===== src/rtl/tpdre_pkg.sv =====
// Shared constants, register indexes and controller/datapath interface types
// for the three-phase delay/ramp envelope. No dependencies.
package tpdre_pkg;

	// fixed-point format and field widths
	localparam int FRAC_BITS     = 16;
	localparam int DURATION_BITS = 16;
	localparam int NUM_REGS      = 6;
	localparam int IDX_W         = $clog2(NUM_REGS);
	localparam int ADDR_W        = IDX_W + 2;
	localparam int DATA_W        = 32;
	localparam int POS_W         = FRAC_BITS + 2;   // stored position, 0..3
	localparam int SUM_W         = POS_W + 1;       // position plus one step
	localparam int CRED_W        = FRAC_BITS + 1;   // credit and step, 0..1
	localparam int RATIO_W       = FRAC_BITS + 1;
	localparam int OVS_W         = FRAC_BITS;       // overshoot stays below one step
	localparam int PROD_W        = OVS_W + DURATION_BITS;
	localparam int NUM_W         = ((CRED_W > DURATION_BITS) ? CRED_W : DURATION_BITS) + 1;
	localparam int DIV_STEPS     = NUM_W;
	localparam int CNT_W         = $clog2(DIV_STEPS + 1);
	localparam int IN_W          = 8;
	localparam int OUT_W         = ((RATIO_W + 7) / 8) * 8;

	localparam logic [SUM_W-1:0] ONE_Q = SUM_W'(1) << FRAC_BITS;
	localparam logic [SUM_W-1:0] END_Q = SUM_W'(3) << FRAC_BITS;

	// register indexes
	localparam logic [IDX_W-1:0] REG_PRE_FWD  = IDX_W'(0);
	localparam logic [IDX_W-1:0] REG_RAMP_FWD = IDX_W'(1);
	localparam logic [IDX_W-1:0] REG_POST_FWD = IDX_W'(2);
	localparam logic [IDX_W-1:0] REG_PRE_REV  = IDX_W'(3);
	localparam logic [IDX_W-1:0] REG_RAMP_REV = IDX_W'(4);
	localparam logic [IDX_W-1:0] REG_POST_REV = IDX_W'(5);

	// input tdata bit positions
	localparam int BIT_REVERSE = 0;
	localparam int BIT_PREVIEW = 1;
	localparam int BIT_ENABLED = 2;

	typedef logic [NUM_REGS-1:0][DURATION_BITS-1:0] lens_t;

	// commands from controller to datapath
	typedef struct packed {
		logic init;       // latch flags, load mirrored position, credit = 1
		logic adv;        // segment already passed: next segment
		logic skip;       // zero-length segment: jump to its end
		logic clamp;      // disabled tick: clamp to segment start, stop
		logic div_start;  // load divider with credit + d - 1
		logic div_step;   // one restoring divide step
		logic add;        // add step, keep overshoot if past the end
		logic mul;        // credit = min(overshoot * d, 1), next segment
		logic load;       // write result register, store position if enabled and preview
	} cmd_t;

	// status from datapath to controller
	typedef struct packed {
		logic prv;
		logic en;
		logic k_done;
		logic pos_ge_hi;
		logic len_zero;
		logic div_last;
		logic sum_le_hi;
	} stat_t;

endpackage


===== src/rtl/tpdre_cfg.sv =====
// APB register file holding the six segment lengths.
// Depends on tpdre_pkg.
module tpdre_cfg (
	input  logic                          clk,
	input  logic                          arst_n,
	input  logic                          psel,
	input  logic                          penable,
	input  logic                          pwrite,
	input  logic [tpdre_pkg::ADDR_W-1:0]  paddr,
	input  logic [tpdre_pkg::DATA_W-1:0]  pwdata,
	output logic [tpdre_pkg::DATA_W-1:0]  prdata,
	output tpdre_pkg::lens_t              lens
);
	import tpdre_pkg::*;

	logic [IDX_W-1:0] idx;
	logic             wr_en;
	lens_t            lens_q;

	assign idx   = paddr[ADDR_W-1:2];
	assign wr_en = psel && penable && pwrite;

	// register writes, out-of-range indexes ignored
	always_ff @(posedge clk or negedge arst_n) begin
		if (!arst_n) begin
			lens_q <= '0;
		end else if (wr_en && (idx < IDX_W'(NUM_REGS))) begin
			lens_q[idx] <= pwdata[DURATION_BITS-1:0];
		end
	end

	// read mux
	always_comb begin
		prdata = '0;
		if (idx < IDX_W'(NUM_REGS)) begin
			prdata = DATA_W'(lens_q[idx]);
		end
	end

	assign lens = lens_q;

endmodule


===== src/rtl/tpdre_dp.sv =====
// Datapath: position/credit registers, shared restoring divider,
// overshoot multiplier and the output ratio register. Depends on tpdre_pkg.
module tpdre_dp (
	input  logic                           clk,
	input  logic                           arst_n,
	input  logic [tpdre_pkg::IN_W-1:0]     in_data,
	input  tpdre_pkg::lens_t               lens,
	input  tpdre_pkg::cmd_t                cmd,
	output tpdre_pkg::stat_t               stat,
	output logic [tpdre_pkg::RATIO_W-1:0]  ratio
);
	import tpdre_pkg::*;

	logic                     rev_q, prv_q, en_q;
	logic [POS_W-1:0]         position_q;
	logic [SUM_W-1:0]         pos_q;
	logic [CRED_W-1:0]        cred_q;
	logic [1:0]               k_q;
	logic [OVS_W-1:0]         ovs_q;
	logic [NUM_W-1:0]         num_q;
	logic [DURATION_BITS-1:0] rem_q;
	logic [NUM_W-1:0]         quo_q;
	logic [CNT_W-1:0]         cnt_q;
	logic [RATIO_W-1:0]       ratio_q;

	logic [DURATION_BITS-1:0] d_sel;
	logic [SUM_W-1:0]         lo, hi, sum, start_pos, fin_pos, diff;
	logic [DURATION_BITS:0]   trial;
	logic                     trial_ge;
	logic [PROD_W-1:0]        prod;
	logic [RATIO_W-1:0]       ratio_calc;
	logic                     in_rev;

	// length of segment k for the current direction
	function automatic logic [DURATION_BITS-1:0] seg_len(lens_t l, logic r, logic [1:0] k);
		logic [IDX_W-1:0] idx;
		idx = r ? (IDX_W'(k) + REG_PRE_REV) : IDX_W'(k);
		seg_len = '0;
		if (idx < IDX_W'(NUM_REGS)) begin
			seg_len = l[idx];
		end
	endfunction

	assign d_sel = seg_len(lens, rev_q, k_q);
	assign lo    = {1'b0, k_q, {FRAC_BITS{1'b0}}};
	assign hi    = {3'(k_q) + 3'd1, {FRAC_BITS{1'b0}}};
	assign sum   = pos_q + SUM_W'(quo_q[CRED_W-1:0]);

	// clamp stored position to 3, mirror for reverse
	assign in_rev = in_data[BIT_REVERSE];
	always_comb begin
		start_pos = SUM_W'(position_q);
		if (start_pos > END_Q) begin
			start_pos = END_Q;
		end
		if (in_rev) begin
			start_pos = END_Q - start_pos;
		end
	end

	// divider trial subtract
	assign trial    = {rem_q, num_q[NUM_W-1]};
	assign trial_ge = trial >= {1'b0, d_sel};

	// overshoot times segment length
	assign prod = PROD_W'(ovs_q) * PROD_W'(d_sel);

	// final position and clamped ratio
	assign fin_pos = rev_q ? (END_Q - pos_q) : pos_q;
	assign diff    = fin_pos - ONE_Q;
	always_comb begin
		if (!prv_q) begin
			ratio_calc = rev_q ? '0 : RATIO_W'(ONE_Q);
		end else if (fin_pos <= ONE_Q) begin
			ratio_calc = '0;
		end else if (diff >= ONE_Q) begin
			ratio_calc = RATIO_W'(ONE_Q);
		end else begin
			ratio_calc = diff[RATIO_W-1:0];
		end
	end

	// persistent position
	always_ff @(posedge clk or negedge arst_n) begin
		if (!arst_n) begin
			position_q <= '0;
		end else if (cmd.load && en_q && prv_q) begin
			position_q <= fin_pos[POS_W-1:0];
		end
	end

	// working registers
	always_ff @(posedge clk) begin
		if (cmd.init) begin
			rev_q  <= in_data[BIT_REVERSE];
			prv_q  <= in_data[BIT_PREVIEW];
			en_q   <= in_data[BIT_ENABLED];
			pos_q  <= start_pos;
			cred_q <= CRED_W'(ONE_Q);
			k_q    <= 2'd0;
		end
		if (cmd.adv) begin
			k_q <= k_q + 2'd1;
		end
		if (cmd.skip) begin
			pos_q <= hi;
			k_q   <= k_q + 2'd1;
		end
		if (cmd.clamp && (pos_q < lo)) begin
			pos_q <= lo;
		end
		if (cmd.add) begin
			if (sum <= hi) begin
				pos_q <= (sum < lo) ? lo : sum;
			end else begin
				ovs_q <= OVS_W'(sum - hi);
				pos_q <= hi;
			end
		end
		if (cmd.mul) begin
			cred_q <= (prod > PROD_W'(ONE_Q)) ? CRED_W'(ONE_Q) : prod[CRED_W-1:0];
			k_q    <= k_q + 2'd1;
		end
		if (cmd.load) begin
			ratio_q <= ratio_calc;
		end
	end

	// restoring divider, one quotient bit per cycle
	always_ff @(posedge clk or negedge arst_n) begin
		if (!arst_n) begin
			cnt_q <= '0;
		end else if (cmd.div_start) begin
			cnt_q <= CNT_W'(DIV_STEPS);
		end else if (cmd.div_step) begin
			cnt_q <= cnt_q - CNT_W'(1);
		end
	end

	always_ff @(posedge clk) begin
		if (cmd.div_start) begin
			num_q <= NUM_W'(cred_q) + NUM_W'(d_sel) - NUM_W'(1);
			rem_q <= '0;
			quo_q <= '0;
		end else if (cmd.div_step) begin
			num_q <= {num_q[NUM_W-2:0], 1'b0};
			rem_q <= trial_ge ? DURATION_BITS'(trial - {1'b0, d_sel}) : trial[DURATION_BITS-1:0];
			quo_q <= {quo_q[NUM_W-2:0], trial_ge};
		end
	end

	// status
	assign stat.prv       = prv_q;
	assign stat.en        = en_q;
	assign stat.k_done    = (k_q == 2'd3);
	assign stat.pos_ge_hi = (pos_q >= hi);
	assign stat.len_zero  = (d_sel == '0);
	assign stat.div_last  = (cnt_q == CNT_W'(1));
	assign stat.sum_le_hi = (sum <= hi);

	assign ratio = ratio_q;

endmodule


===== src/rtl/tpdre_ctrl.sv =====
// Controller state machine: sequences segment checks, divide, add and
// multiply steps, and owns the input ready and output valid. Depends on tpdre_pkg.
module tpdre_ctrl (
	input  logic             clk,
	input  logic             arst_n,
	input  logic             s_tvalid,
	output logic             s_tready,
	output logic             m_tvalid,
	input  logic             m_tready,
	input  tpdre_pkg::stat_t stat,
	output tpdre_pkg::cmd_t  cmd
);
	import tpdre_pkg::*;

	typedef enum logic [5:0] {
		S_IDLE  = 6'b000001,
		S_CHECK = 6'b000010,
		S_DIV   = 6'b000100,
		S_ADD   = 6'b001000,
		S_MUL   = 6'b010000,
		S_FIN   = 6'b100000
	} state_t;

	state_t state_q, state_d;
	logic   out_valid_q;
	logic   slot_free;

	assign slot_free = !out_valid_q || m_tready;
	assign s_tready  = (state_q == S_IDLE);
	assign m_tvalid  = out_valid_q;

	// next state and commands
	always_comb begin
		state_d = state_q;
		cmd     = '0;
		unique case (state_q)
			S_IDLE: begin
				if (s_tvalid) begin
					cmd.init = 1'b1;
					state_d  = S_CHECK;
				end
			end
			S_CHECK: begin
				priority if (!stat.prv || stat.k_done) begin
					state_d = S_FIN;
				end else if (stat.pos_ge_hi) begin
					cmd.adv = 1'b1;
				end else if (stat.len_zero) begin
					cmd.skip = 1'b1;
				end else if (!stat.en) begin
					cmd.clamp = 1'b1;
					state_d   = S_FIN;
				end else begin
					cmd.div_start = 1'b1;
					state_d       = S_DIV;
				end
			end
			S_DIV: begin
				cmd.div_step = 1'b1;
				if (stat.div_last) begin
					state_d = S_ADD;
				end
			end
			S_ADD: begin
				cmd.add = 1'b1;
				state_d = stat.sum_le_hi ? S_FIN : S_MUL;
			end
			S_MUL: begin
				cmd.mul = 1'b1;
				state_d = S_CHECK;
			end
			S_FIN: begin
				if (slot_free) begin
					cmd.load = 1'b1;
					state_d  = S_IDLE;
				end
			end
			default: begin
				state_d = S_IDLE;
			end
		endcase
	end

	always_ff @(posedge clk or negedge arst_n) begin
		if (!arst_n) begin
			state_q <= S_IDLE;
		end else begin
			state_q <= state_d;
		end
	end

	// output beat valid
	always_ff @(posedge clk or negedge arst_n) begin
		if (!arst_n) begin
			out_valid_q <= 1'b0;
		end else if (cmd.load) begin
			out_valid_q <= 1'b1;
		end else if (m_tready) begin
			out_valid_q <= 1'b0;
		end
	end

	// a waiting result is never dropped before it is taken
	a_hold_out: assert property (@(posedge clk) disable iff (!arst_n)
		out_valid_q && !m_tready |=> out_valid_q)
		else $error("result beat dropped while stalled");

	// the result register is only written when the slot is free
	a_load_free: assert property (@(posedge clk) disable iff (!arst_n)
		cmd.load |-> slot_free)
		else $error("result overwritten before it was taken");

	// the add step only follows the last divide step
	a_add_after_div: assert property (@(posedge clk) disable iff (!arst_n)
		(state_q == S_ADD) |-> $past(state_q == S_DIV && stat.div_last))
		else $error("add step without a finished divide");

	// no new item is taken while one is in work
	a_one_item: assert property (@(posedge clk) disable iff (!arst_n)
		(s_tvalid && s_tready) |=> !s_tready)
		else $error("item accepted while another is in work");

endmodule


===== src/rtl/three_phase_delay_ramp_envelope_top.sv =====
// Sequence: with preview off the result is registered straight after the check; a timed
// beat runs one check per segment and, per stepped segment, the restoring divider, add and
// multiply (no multiply where the step ends inside the segment).
// Throughput: one item at a time; the next beat is taken once the result is registered.
// Reset: arst_n asynchronous active low clears lengths, position, state and output valid.
// Instantiates tpdre_cfg, tpdre_ctrl and tpdre_dp; depends on tpdre_pkg.
module three_phase_delay_ramp_envelope_top (
	input  logic                          clk,
	input  logic                          arst_n,
	// bit 0 reverse, bit 1 preview, bit 2 enabled, rest zero
	input  logic [tpdre_pkg::IN_W-1:0]    s_tdata,
	input  logic                          s_tvalid,
	output logic                          s_tready,
	// bits 16:0 ratio, rest zero
	output logic [tpdre_pkg::OUT_W-1:0]   m_tdata,
	output logic                          m_tvalid,
	input  logic                          m_tready,
	input  logic                          psel,
	input  logic                          penable,
	input  logic                          pwrite,
	input  logic [tpdre_pkg::ADDR_W-1:0]  paddr,
	input  logic [tpdre_pkg::DATA_W-1:0]  pwdata,
	output logic [tpdre_pkg::DATA_W-1:0]  prdata,
	output logic                          pready
);
	import tpdre_pkg::*;

	lens_t              lens;
	cmd_t               cmd;
	stat_t              stat;
	logic [RATIO_W-1:0] ratio;

	assign pready  = 1'b1;
	assign m_tdata = OUT_W'(ratio);

	tpdre_cfg u_cfg (
		.clk     (clk),
		.arst_n  (arst_n),
		.psel    (psel),
		.penable (penable),
		.pwrite  (pwrite),
		.paddr   (paddr),
		.pwdata  (pwdata),
		.prdata  (prdata),
		.lens    (lens)
	);

	tpdre_ctrl u_ctrl (
		.clk      (clk),
		.arst_n   (arst_n),
		.s_tvalid (s_tvalid),
		.s_tready (s_tready),
		.m_tvalid (m_tvalid),
		.m_tready (m_tready),
		.stat     (stat),
		.cmd      (cmd)
	);

	tpdre_dp u_dp (
		.clk     (clk),
		.arst_n  (arst_n),
		.in_data (s_tdata),
		.lens    (lens),
		.cmd     (cmd),
		.stat    (stat),
		.ratio   (ratio)
	);

endmodule

===== config.mk =====
export PLATFORM = sky130hd
export DESIGN_NAME = three_phase_delay_ramp_envelope_top
export DESIGN_NICKNAME = d
export VERILOG_FILES = /design/src/rtl/tpdre_pkg.sv /design/src/rtl/tpdre_cfg.sv /design/src/rtl/tpdre_dp.sv /design/src/rtl/tpdre_ctrl.sv /design/src/rtl/three_phase_delay_ramp_envelope_top.sv
export SDC_FILE = /design/constraint.sdc
export NUM_CORES = 1
export LEC_CHECK = 0
export BUFFER_PORTS_ARGS = -buffer_cell sky130_fd_sc_hd__clkbuf_2
export CAP_MARGIN = 20
export CORE_MARGIN = 10
export CORE_UTILIZATION = 55
export DETAILED_ROUTE_END_ITERATION = 7
export GPL_ROUTABILITY_DRIVEN = 1
export PLACE_DENSITY = 0.83
export SETUP_SLACK_MARGIN = 0.4
export SLEW_MARGIN = 5
export SYNTH_ARGS = -nofsm -noshare
export SYNTH_HDL_FRONTEND = slang
export SYNTH_HIERARCHICAL = 1
export SYNTH_SLANG_ARGS = --single-unit

===== constraint.sdc =====
create_clock -name clk -period 16.42 [get_ports clk]
set_clock_uncertainty 0.2 [all_clocks]
set_input_delay 2.463 -clock clk [delete_from_list [all_inputs] [get_ports clk]]
set_output_delay 2.463 -clock clk [all_outputs]
set_load 0.05 [all_outputs]

# == After elaboration in Yosys (flattened, before gate mapping) ==
# Cells that the tools add are included.
# classes
add_sub_neg,12
multipliers,1
n_div,0
n_lt_le_gt_ge,14
eq_ne,13
n_shift,0
mux,61
n_bitwise,1
reduce_logical,19
# op_table
op,count
2-to-1 mux 19 bit,8
2-to-1 mux 17 bit,7
binary-select mux 16 bit (select 3 bit),2
bitwise mux 96 bit,1
2-to-1 mux 16 bit,6
2-to-1 mux 18 bit,3
demux 16 bit (select 3 bit),1
2-to-1 mux 6 bit,8
< comparator 19 x 18 -> 1 bit,2
one-hot mux 6 bit (6 select lines),1
"greater-than comparator 32 x 17 -> 1 bit, second input constant",1
multiplier 16 x 16 -> 32 bit,1
adder 19 x 17 -> 19 bit,1
">= comparator 19 x 17 -> 1 bit, second input constant",1
>= comparator 19 bit,1
"<= comparator 19 x 17 -> 1 bit, second input constant",1
<= comparator 19 bit,1
"subtractor 18 x 18 -> 19 bit, first input constant",1
"subtractor 18 x 19 -> 19 bit, first input constant",1
"subtractor 19 x 17 -> 19 bit, second input constant",1
adder 17 x 16 -> 18 bit,1
"greater-than comparator 18 bit, second input constant",1
"subtractor 18 x 1 -> 18 bit, second input constant",1
>= comparator 17 x 16 -> 1 bit,1
34 further kinds,68
# word_totals
reg_bits,251
latchBits,0
ramBits,0
romBits,0
out_inout_bits,59
elab_cells,142
mem_count,0

# == Longest topological paths before layout ==
# Gate-level depths: netlist of the first run.
# depth
ltp_word,13
ltp_mapped,34

# == By module ==
# Netlist of the first run, hierarchy kept.
# modules_own_cells
module,n_inst,cells_per_inst,area_per_inst_um2,seq_area_each_um2
tpdre_dp,1,2194,19759.0,3998.8
tpdre_cfg,1,319,4630.7,2402.3
tpdre_ctrl,1,59,506.7,176.4
three_phase_delay_ramp_envelope_top,1,10,67.6,0.0

# == Worst setup path before layout of the first run ==
# Ideal clock, no wire load.
# synth_timing
path_type,register -> register
from,reg u_dp.k_q[0]
to,"reg u_dp.cred_q[15], data pin"
setup_ns,0.149
arrival_ns,8.543
required_ns,16.071
slack_ns,7.528
stages_incl_launch_ff,32
n_path_buf,4
path_cell_list,edfxtp_1 -> inv_1 -> ha_1 -> inv_1 -> mux2i_2 -> buf_2 -> mux4_2 -> a21oi_1 -> clkbuf_1 -> nor2b_1 -> fa_1 -> inv_1 -> fa_1 -> fa_1 -> fa_1 -> inv_1 -> fa_1 -> inv_1 -> fa_1 -> inv_1 -> ha_1 -> buf_6 -> o211a_1 -> and3_2 -> a211oi_4 -> o31ai_4 -> o221ai_2 -> a2111oi_0 -> a311oi_1 -> or4_4 -> buf_6 -> nor3b_2
# synth_between
elab_chain_cells,9
word_cells_on_any_way,10
classes_between,add/sub: 1; mul: 1; order compare: 2; mux: 6
# synth_lines
element,line,source
from (decl),tpdre_dp.sv:18,logic [1:0] k_q;
from (signal assigned),tpdre_dp.sv:103,k_q <= k_q + 2'd1;
from (signal assigned),tpdre_dp.sv:107,k_q <= k_q + 2'd1;
from (signal assigned),tpdre_dp.sv:122,k_q <= k_q + 2'd1;
adder 2 x 2 -> 3 bit,tpdre_dp.sv:37,idx = r ? (IDX_W'(k) + REG_PRE_REV) : IDX_W'(k);
2-to-1 mux 3 bit *,tpdre_dp.sv:37,
binary-select mux 16 bit (select 3 bit),tpdre_dp.sv:40,seg_len = l[idx];
2-to-1 mux 16 bit (implied by the code),tpdre_dp.sv:40,
2-to-1 mux 16 bit *,tpdre_dp.sv:39,if (idx < IDX_W'(NUM_REGS)) begin
multiplier 16 x 16 -> 32 bit *,tpdre_dp.sv:66,assign prod = PROD_W'(ovs_q) * PROD_W'(d_sel);
greater-than comparator 32 x 17 -> 1 bit,tpdre_dp.sv:121,cred_q <= (prod > PROD_W'(ONE_Q)) ? CRED_W'(ONE_Q) : prod[CRED_W-1:0];
2-to-1 mux 17 bit *,tpdre_dp.sv:121,
2-to-1 mux 17 bit *,tpdre_dp.sv:120,if (cmd.mul) begin
to (signal assigned),tpdre_dp.sv:99,cred_q <= CRED_W'(ONE_Q);
to (signal assigned),tpdre_dp.sv:121,
to (decl),tpdre_dp.sv:17,logic [CRED_W-1:0] cred_q;
# Every way passes the cells marked *; elsewhere a longest branch is shown, timed or not. The select of a mux whose other input is x is not followed.
# A chain may end at the register's enable or synchronous reset.

# == Final worst setup path of the first run ==
# layout_timing
from,reg u_dp.rev_q
to,"reg u_dp.cred_q[6], data pin"
# layout_between
elab_chain_cells,8
word_cells_on_any_way,9
classes_between,mul: 1; order compare: 2; mux: 6
# layout_lines
element,line,source
from (decl),tpdre_dp.sv:14,"logic rev_q, prv_q, en_q;"
from (signal assigned),tpdre_dp.sv:95,rev_q <= in_data[BIT_REVERSE];
2-to-1 mux 3 bit *,tpdre_dp.sv:37,
binary-select mux 16 bit (select 3 bit),tpdre_dp.sv:40,
2-to-1 mux 16 bit (implied by the code),tpdre_dp.sv:40,
2-to-1 mux 16 bit *,tpdre_dp.sv:39,
multiplier 16 x 16 -> 32 bit *,tpdre_dp.sv:66,
greater-than comparator 32 x 17 -> 1 bit,tpdre_dp.sv:121,
2-to-1 mux 17 bit *,tpdre_dp.sv:121,
2-to-1 mux 17 bit *,tpdre_dp.sv:120,
# Marked as above.

==> results of run 1 <==
[path summary, 6_finish.rpt]
kind,start,endpoint,slack (ns),cells past startpoint
hold / removal,u_dp/rem_q[4]$_SDFFE_PP0P_,u_dp/rem_q[4]$_SDFFE_PP0P_,0.30,2
min in group asynchronous,arst_n,u_dp/position_q[6]$_DFFE_PN0P_,1.79,1
setup / recovery,u_dp/rev_q$_DFFE_PP_,u_dp/cred_q[6]$_SDFFCE_PN0P_,6.54,26
max in group asynchronous,arst_n,u_cfg/lens[65]$_DFFE_PN0P_,12.92,2
setup reg to reg,u_dp/rev_q$_DFFE_PP_,u_dp/cred_q[6]$_SDFFCE_PN0P_,6.54,26
hold reg to reg,u_dp/rem_q[4]$_SDFFE_PP0P_,u_dp/rem_q[4]$_SDFFE_PP0P_,0.30,2
[cell families after synthesis]
group / after synthesis
other: 3
flip-flops: 251
adder cells (fa/ha/maj): 385
multiplexers: 223
AND/OR/NAND/NOR: 732
XOR/XNOR: 85
AO/OA/AOI/OAI: 419
buffers and inverters: 484
[routing by layer]
metal  up-vias  global-route usage  wire (um)
met5         -                   0          0
met4         0              0.0901       2180
li1       8825                   -          -
met2       754               0.386      30000
met3       160              0.0363       4480
met1      9678               0.294      25500
[cell type report]
cell class,instances,area (um^2),area share
antenna,2,5.00,0.000188
clock buffer,38,820,0.0307
clock inverter,14,186,0.00699
inverter,356,1340,0.0503
multi-input combinational,1868,16400,0.617
sequential,251,6580,0.247
tap,600,751,0.0281
timing repair buffer,93,551,0.0206
[cells in the mapped netlist, types with 29 or more instances]
cell type,n
edfxtp_1,92
nor2b_1,57
mux2_2,54
nand3_1,29
dfxtp_1,33
nor3_1,32
fa_1,197
clkbuf_1,62
xnor2_1,47
nor2_1,120
mux2i_1,92
and2_1,82
inv_1,355
buf_4,31
xor2_1,38
a21oi_1,74
o21ai_0,92
mux2_1,60
dfrtp_1,125
ha_1,188
nand2b_1,33
nand2_1,245
[worst max-delay path, stage by stage (launching register included)]
cell and delay (ns):
edfxtp_1 0.88, nand2b_1 0.82, or2_2 0.77, nor2_1 0.21, a21oi_2 0.05, buf_4 0.28
nor2b_1 0.23, fa_1 0.45, inv_1 0.09, fa_1 0.44, fa_1 0.43, fa_1 0.49
inv_1 0.05, fa_1 0.54, inv_1 0.05, fa_1 0.48, inv_1 0.04, ha_1 0.42
o211a_1 0.24, and3_2 0.22, a211oi_4 0.09, o31ai_4 0.34, o221ai_2 0.20, a2111oi_0 0.46
a311oi_1 0.12, or4_4 0.68, nor4_1 0.35
[per-stage QoR]
stage | util | hold WS (ns) | cells | area (um^2)
after floorplan | - | 0.265 | 2603 | 25000
after global placement | 0.569 | 0.285 | 3167 | 25700
after detailed placement | 0.569 | 0.296 | 3167 | 25700
after CTS | 0.591 | 0.307 | 3219 | 26700
after global routing | 0.592 | 0.329 | 3220 | 26700
final | 0.592 | 0.304 | 3222 | 26700
[flip-flops by register name, summed over array words and instances, names as in the netlist]
register         flops
u_cfg/lens          96
u_dp/quo_q          17
u_ctrl/m_tvalid      1
u_dp/en_q            1
u_dp/rev_q           1
u_dp/pos_q          19
u_ctrl/state_q       6
u_dp/cred_q         17
u_dp/num_q          18
u_dp/cnt_q           5
u_dp/prv_q           1
u_dp/position_q     18
u_dp/ratio          17
u_dp/rem_q          16
u_dp/ovs_q          16
u_dp/k_q             2
==> results.py, run 1 <==
metrics = {
    "clock_network": {
        "hold_buffers": 0,
        "cts_tree": "built",
        "cts.clk_slew.worst_paths_ns": 0.06,
        "clock_path_buffers": 3,
        "htree_levels": 1,
        "cts-buffers-inserted": 28,
        "root_buffer": "clkbuf_16",
        "insertion_delay_ns": 0.57,
        "clock_sinks": 251,
        "post_cts_buffers": 0,
        "post_cts_resized": 0,
    },
    "placed_design": {
        "place.gp.congestion": 0.963,
        "numPortBuffers": 63,
        "dp_hpwl_um": 45200,
        "place_ws_ns": 6.72,
    },
    "sta": {
        "finalHoldViolCount": 0,
        "min_period_over_period": 0.602,
        "layout_min_cycle_time_ns": 9.88,
        "worst_slack_ns": 6.54,
        "tightest_slew_ns": 1.16,
        "fmax_mhz": 101,
        "slew_headroom": 0.230,
        "rsz0062_at_grt": "false",
        "finalSetupTns_ns": 0,
        "slew_violations": 0,
        "setup_viol": 0,
    },
    "synth": {
        "synth_xor_area_frac": 0.0298,
        "synth-simple-area-share": 0.153,
        "synth_edf_count": 92,
        "synth_async_sr_flop_share": 0.502,
        "syn_area_um2": 25000,
        "synth.area.mux_share": 0.103,
        "yosysSeqAreaShare": 0.263,
        "synth_fa_ha_area_frac": 0.252,
        "syn_avg_cell_area_um2": 9.67,
        "synthCells": 2582,
        "synth_area_leaders": "fa_1, dfrtp_1, edfxtp_1",
        "yosysWarnings": 6,
        "ys_seq_elements": 251,
        "synth_top_family_by_area": "adder cells",
        "synth_compound_area_frac": 0.115,
        "synth_ff_type": "dfrtp_1",
        "synth.top_cell.area_share": 0.158,
        "yosys.cell_types.count": 99,
        "synth_top_cell_by_area": "fa_1",
    },
    "routing": {
        "vias": 19400,
        "ant_nets": 0,
        "dr.first_iter.drc_count": 1420,
        "wl_um": 62200,
        "drc": 0,
        "post_drt_wl_per_cell_um": 19.3,
        "vias_per_cell": 6.03,
        "firstDrtPassIters": 6,
    },
    "worst_setup_path": {
        "cp.arrival_ns": 10.02,
        "critical_path_class": "flip-flop to flip-flop",
        "worstPathRequired_ns": 16.55,
        "crit_fanout": 20,
        "critPathLaunchType": "flip-flop",
        "critPathCaptureType": "flip-flop",
    },
    "die": {
        "start_util": 0.554,
        "die_w_um": 233,
        "ios": 111,
        "row_count": 78,
        "fp.dieH_um": 233,
        "dieArea_um2": 54300,
        "core_um2": 45100,
    },
    "global_route": {
        "grt_max_degree": 69,
        "grt_pass1_wl_um": 102000,
        "grt_overflow": 0,
        "antenna_found_initial": 3,
        "grt_pass1_vias": 20200,
        "gr-usage-all-layers": 0.230,
    },
    "cells_and_area": {
        "fin_nets": 3035,
        "fillCellCount": 3714,
        "area_growth_pct": 6.88,
        "mostFrequentLayoutCell": "inv_1",
        "drive_above_1_share": 0.105,
        "mostFrequentLayoutCells": "inv_1, nand2_1, fa_1, ha_1, dfrtp_1",
    },
    "hold_path": {
        "hp-class": "flip-flop to flip-flop",
    },
    "run_status": {
        "status": "finished clean",
    },
    "run": {
        "drv_cap": 0,
    },
}
Power of run 1 is left out: the tool's default activity adds up to more than one toggle a clock period on the data nets, which glitch-free logic cannot reach.
==> run 2: changes to the inputs <==
clock period = 9.95 ns   (was 16.42 ns; I/O delays follow)
==> results.py, run 2 (synthesized netlist as in run 1, its figures left out) <==
metrics = {
    "global_route": {
        "gr-usage-all-layers": 0.228,
        "grt_max_degree": 69,
        "grt_pass1_wl_um": 101000,
        "grt_overflow": 0,
        "grt_pass1_vias": 20000,
        "antenna_found_initial": 0,
    },
    "cells_and_area": {
        "diodes": 0,
        "fin_nets": 3043,
        "largest_reg_flops": 96,
        "mostFrequentLayoutCell": "inv_1",
        "post-route-util": 0.591,
        "mostFrequentLayoutCells": "inv_1, nand2_1, fa_1, ha_1, dfrtp_1",
        "area_growth_pct": 6.77,
        "drive_above_1_share": 0.107,
    },
    "sta": {
        "finalHoldViolCount": 0,
        "rsz0062_at_grt": "false",
        "fmax_mhz": 109,
        "layout_min_cycle_time_ns": 9.14,
        "slew_headroom": 0.263,
        "tightest_slew_ns": 1.11,
        "setup_viol": 0,
        "finalSetupTns_ns": 0,
        "slew_violations": 0,
        "min_period_over_period": 0.919,
    },
    "die": {
        "start_util": 0.554,
        "die_w_um": 233,
        "core_um2": 45100,
        "fp.dieH_um": 233,
        "row_count": 78,
        "ios": 111,
        "dieArea_um2": 54300,
    },
    "worst_setup_path": {
        "reg2reg_from": "u_dp/k_q[1]$_DFFE_PP_",
        "critPathTopFamily": "adder cells",
        "crit_buf_inv": 8,
        "critPathMaxStageDelay_ns": 0.68,
        "cp-startpoint": "u_dp/k_q[1]$_DFFE_PP_",
        "reg2reg_slack_ns": 0.81,
        "worstPathRequired_ns": 10.12,
        "slowest_stage": "or4_4",
        "cpMostUsedCell": "fa_1",
        "critical_path_class": "flip-flop to flip-flop",
        "critPathCaptureType": "flip-flop",
        "crit_fanout": 14,
        "critPathLaunchType": "flip-flop",
        "cp.arrival_ns": 9.31,
    },
    "placed_design": {
        "numPortBuffers": 63,
        "place.gp.congestion": 0.960,
        "dp_hpwl_um": 46000,
    },
    "routing": {
        "firstDrtPassIters": 5,
        "wl_um": 62100,
        "post_drt_wl_per_cell_um": 19.3,
        "vias_per_cell": 5.97,
        "ant_nets": 0,
        "vias": 19300,
        "dr.first_iter.drc_count": 1616,
        "drc": 0,
    },
    "clock_network": {
        "clock_sinks": 251,
        "cts_tree": "built",
        "cts.clk_slew.worst_paths_ns": 0.06,
        "insertion_delay_ns": 0.60,
        "clock_path_buffers": 3,
        "htree_levels": 1,
        "root_buffer": "clkbuf_16",
        "cts-buffers-inserted": 28,
    },
    "run_status": {
        "status": "finished clean",
    },
    "hold_path": {
        "hp-class": "flip-flop to flip-flop",
        "min_from": "u_dp/quo_q[15]$_SDFFE_PP0P_",
    },
    "run": {
        "drv_cap": 0,
    },
}
run 2: changes by cell type in the layout (fill, tap and decap cells not counted), sizes merged:
cell      previous run  this run
buf                 31        39
diode                2         0
clkinvlp             3         0
clkbuf             100       104
inv                356       355
clkinv               7        10
bufinv               4         0
run 2: cell type report:
type                    count  area, um^2
multi-input cells        1868       16500
inverters                 356        1340
repair buffers            101         622
fillers                  3672       18400
well taps                 600         751
flip-flops and latches    251        6580
clock inverters             9        72.6
clock buffers              42         783
run 2: what timing repair did:
item / CTS / global route
setup endpoints to repair: 0 / 17
hold buffers: 0 / 0
buffers inserted: 0 / 0
gates resized for setup: 0 / 11
run 2: final timing paths:
check	to	cells past startpoint
max	u_dp/cred_q[6]$_SDFFCE_PN0P_	28
min	u_dp/quo_q[16]$_SDFFE_PP0P_	2
max reg2reg	u_dp/cred_q[6]$_SDFFCE_PN0P_	28
min reg2reg	u_dp/quo_q[16]$_SDFFE_PP0P_	2
max in group asynchronous	u_cfg/lens[8]$_DFFE_PN0P_	2
min in group asynchronous	u_dp/position_q[6]$_DFFE_PN0P_	1
run 2: through the flow:
stage          setup slack (ns)  cell area (um^2)  std cells  hold WS [ns]
2_1_floorplan              1.06             25000       2603         0.265
6_report                  0.810             26700       3227         0.304
3_3_place_gp              0.727             25700       3173         0.284
4_1_cts                   0.464             26600       3224         0.302
3_5_place_dp              0.542             25700       3173         0.296
5_1_grt                   0.413             26700       3227         0.323
run 2: worst reg2reg max path, delay by kind of cell, from the launching register on:
family / cells / cell delay (ns)
buf+inv: 8 / 1.10
simple gates: 5 / 1.71
fa+ha+maj: 8 / 3.81
compound gates: 7 / 1.69
flops: 1 / 0.43
run 2: routing by layer:
metal	global-route usage	share of wire	up-vias
met5	0	0	-
met4	0.0779	0.033	0
met3	0.0356	0.066	143
met2	0.385	0.49	727
met1	0.292	0.42	9543
li1	-	-	8851
Power of run 2 is left out for the same reason.
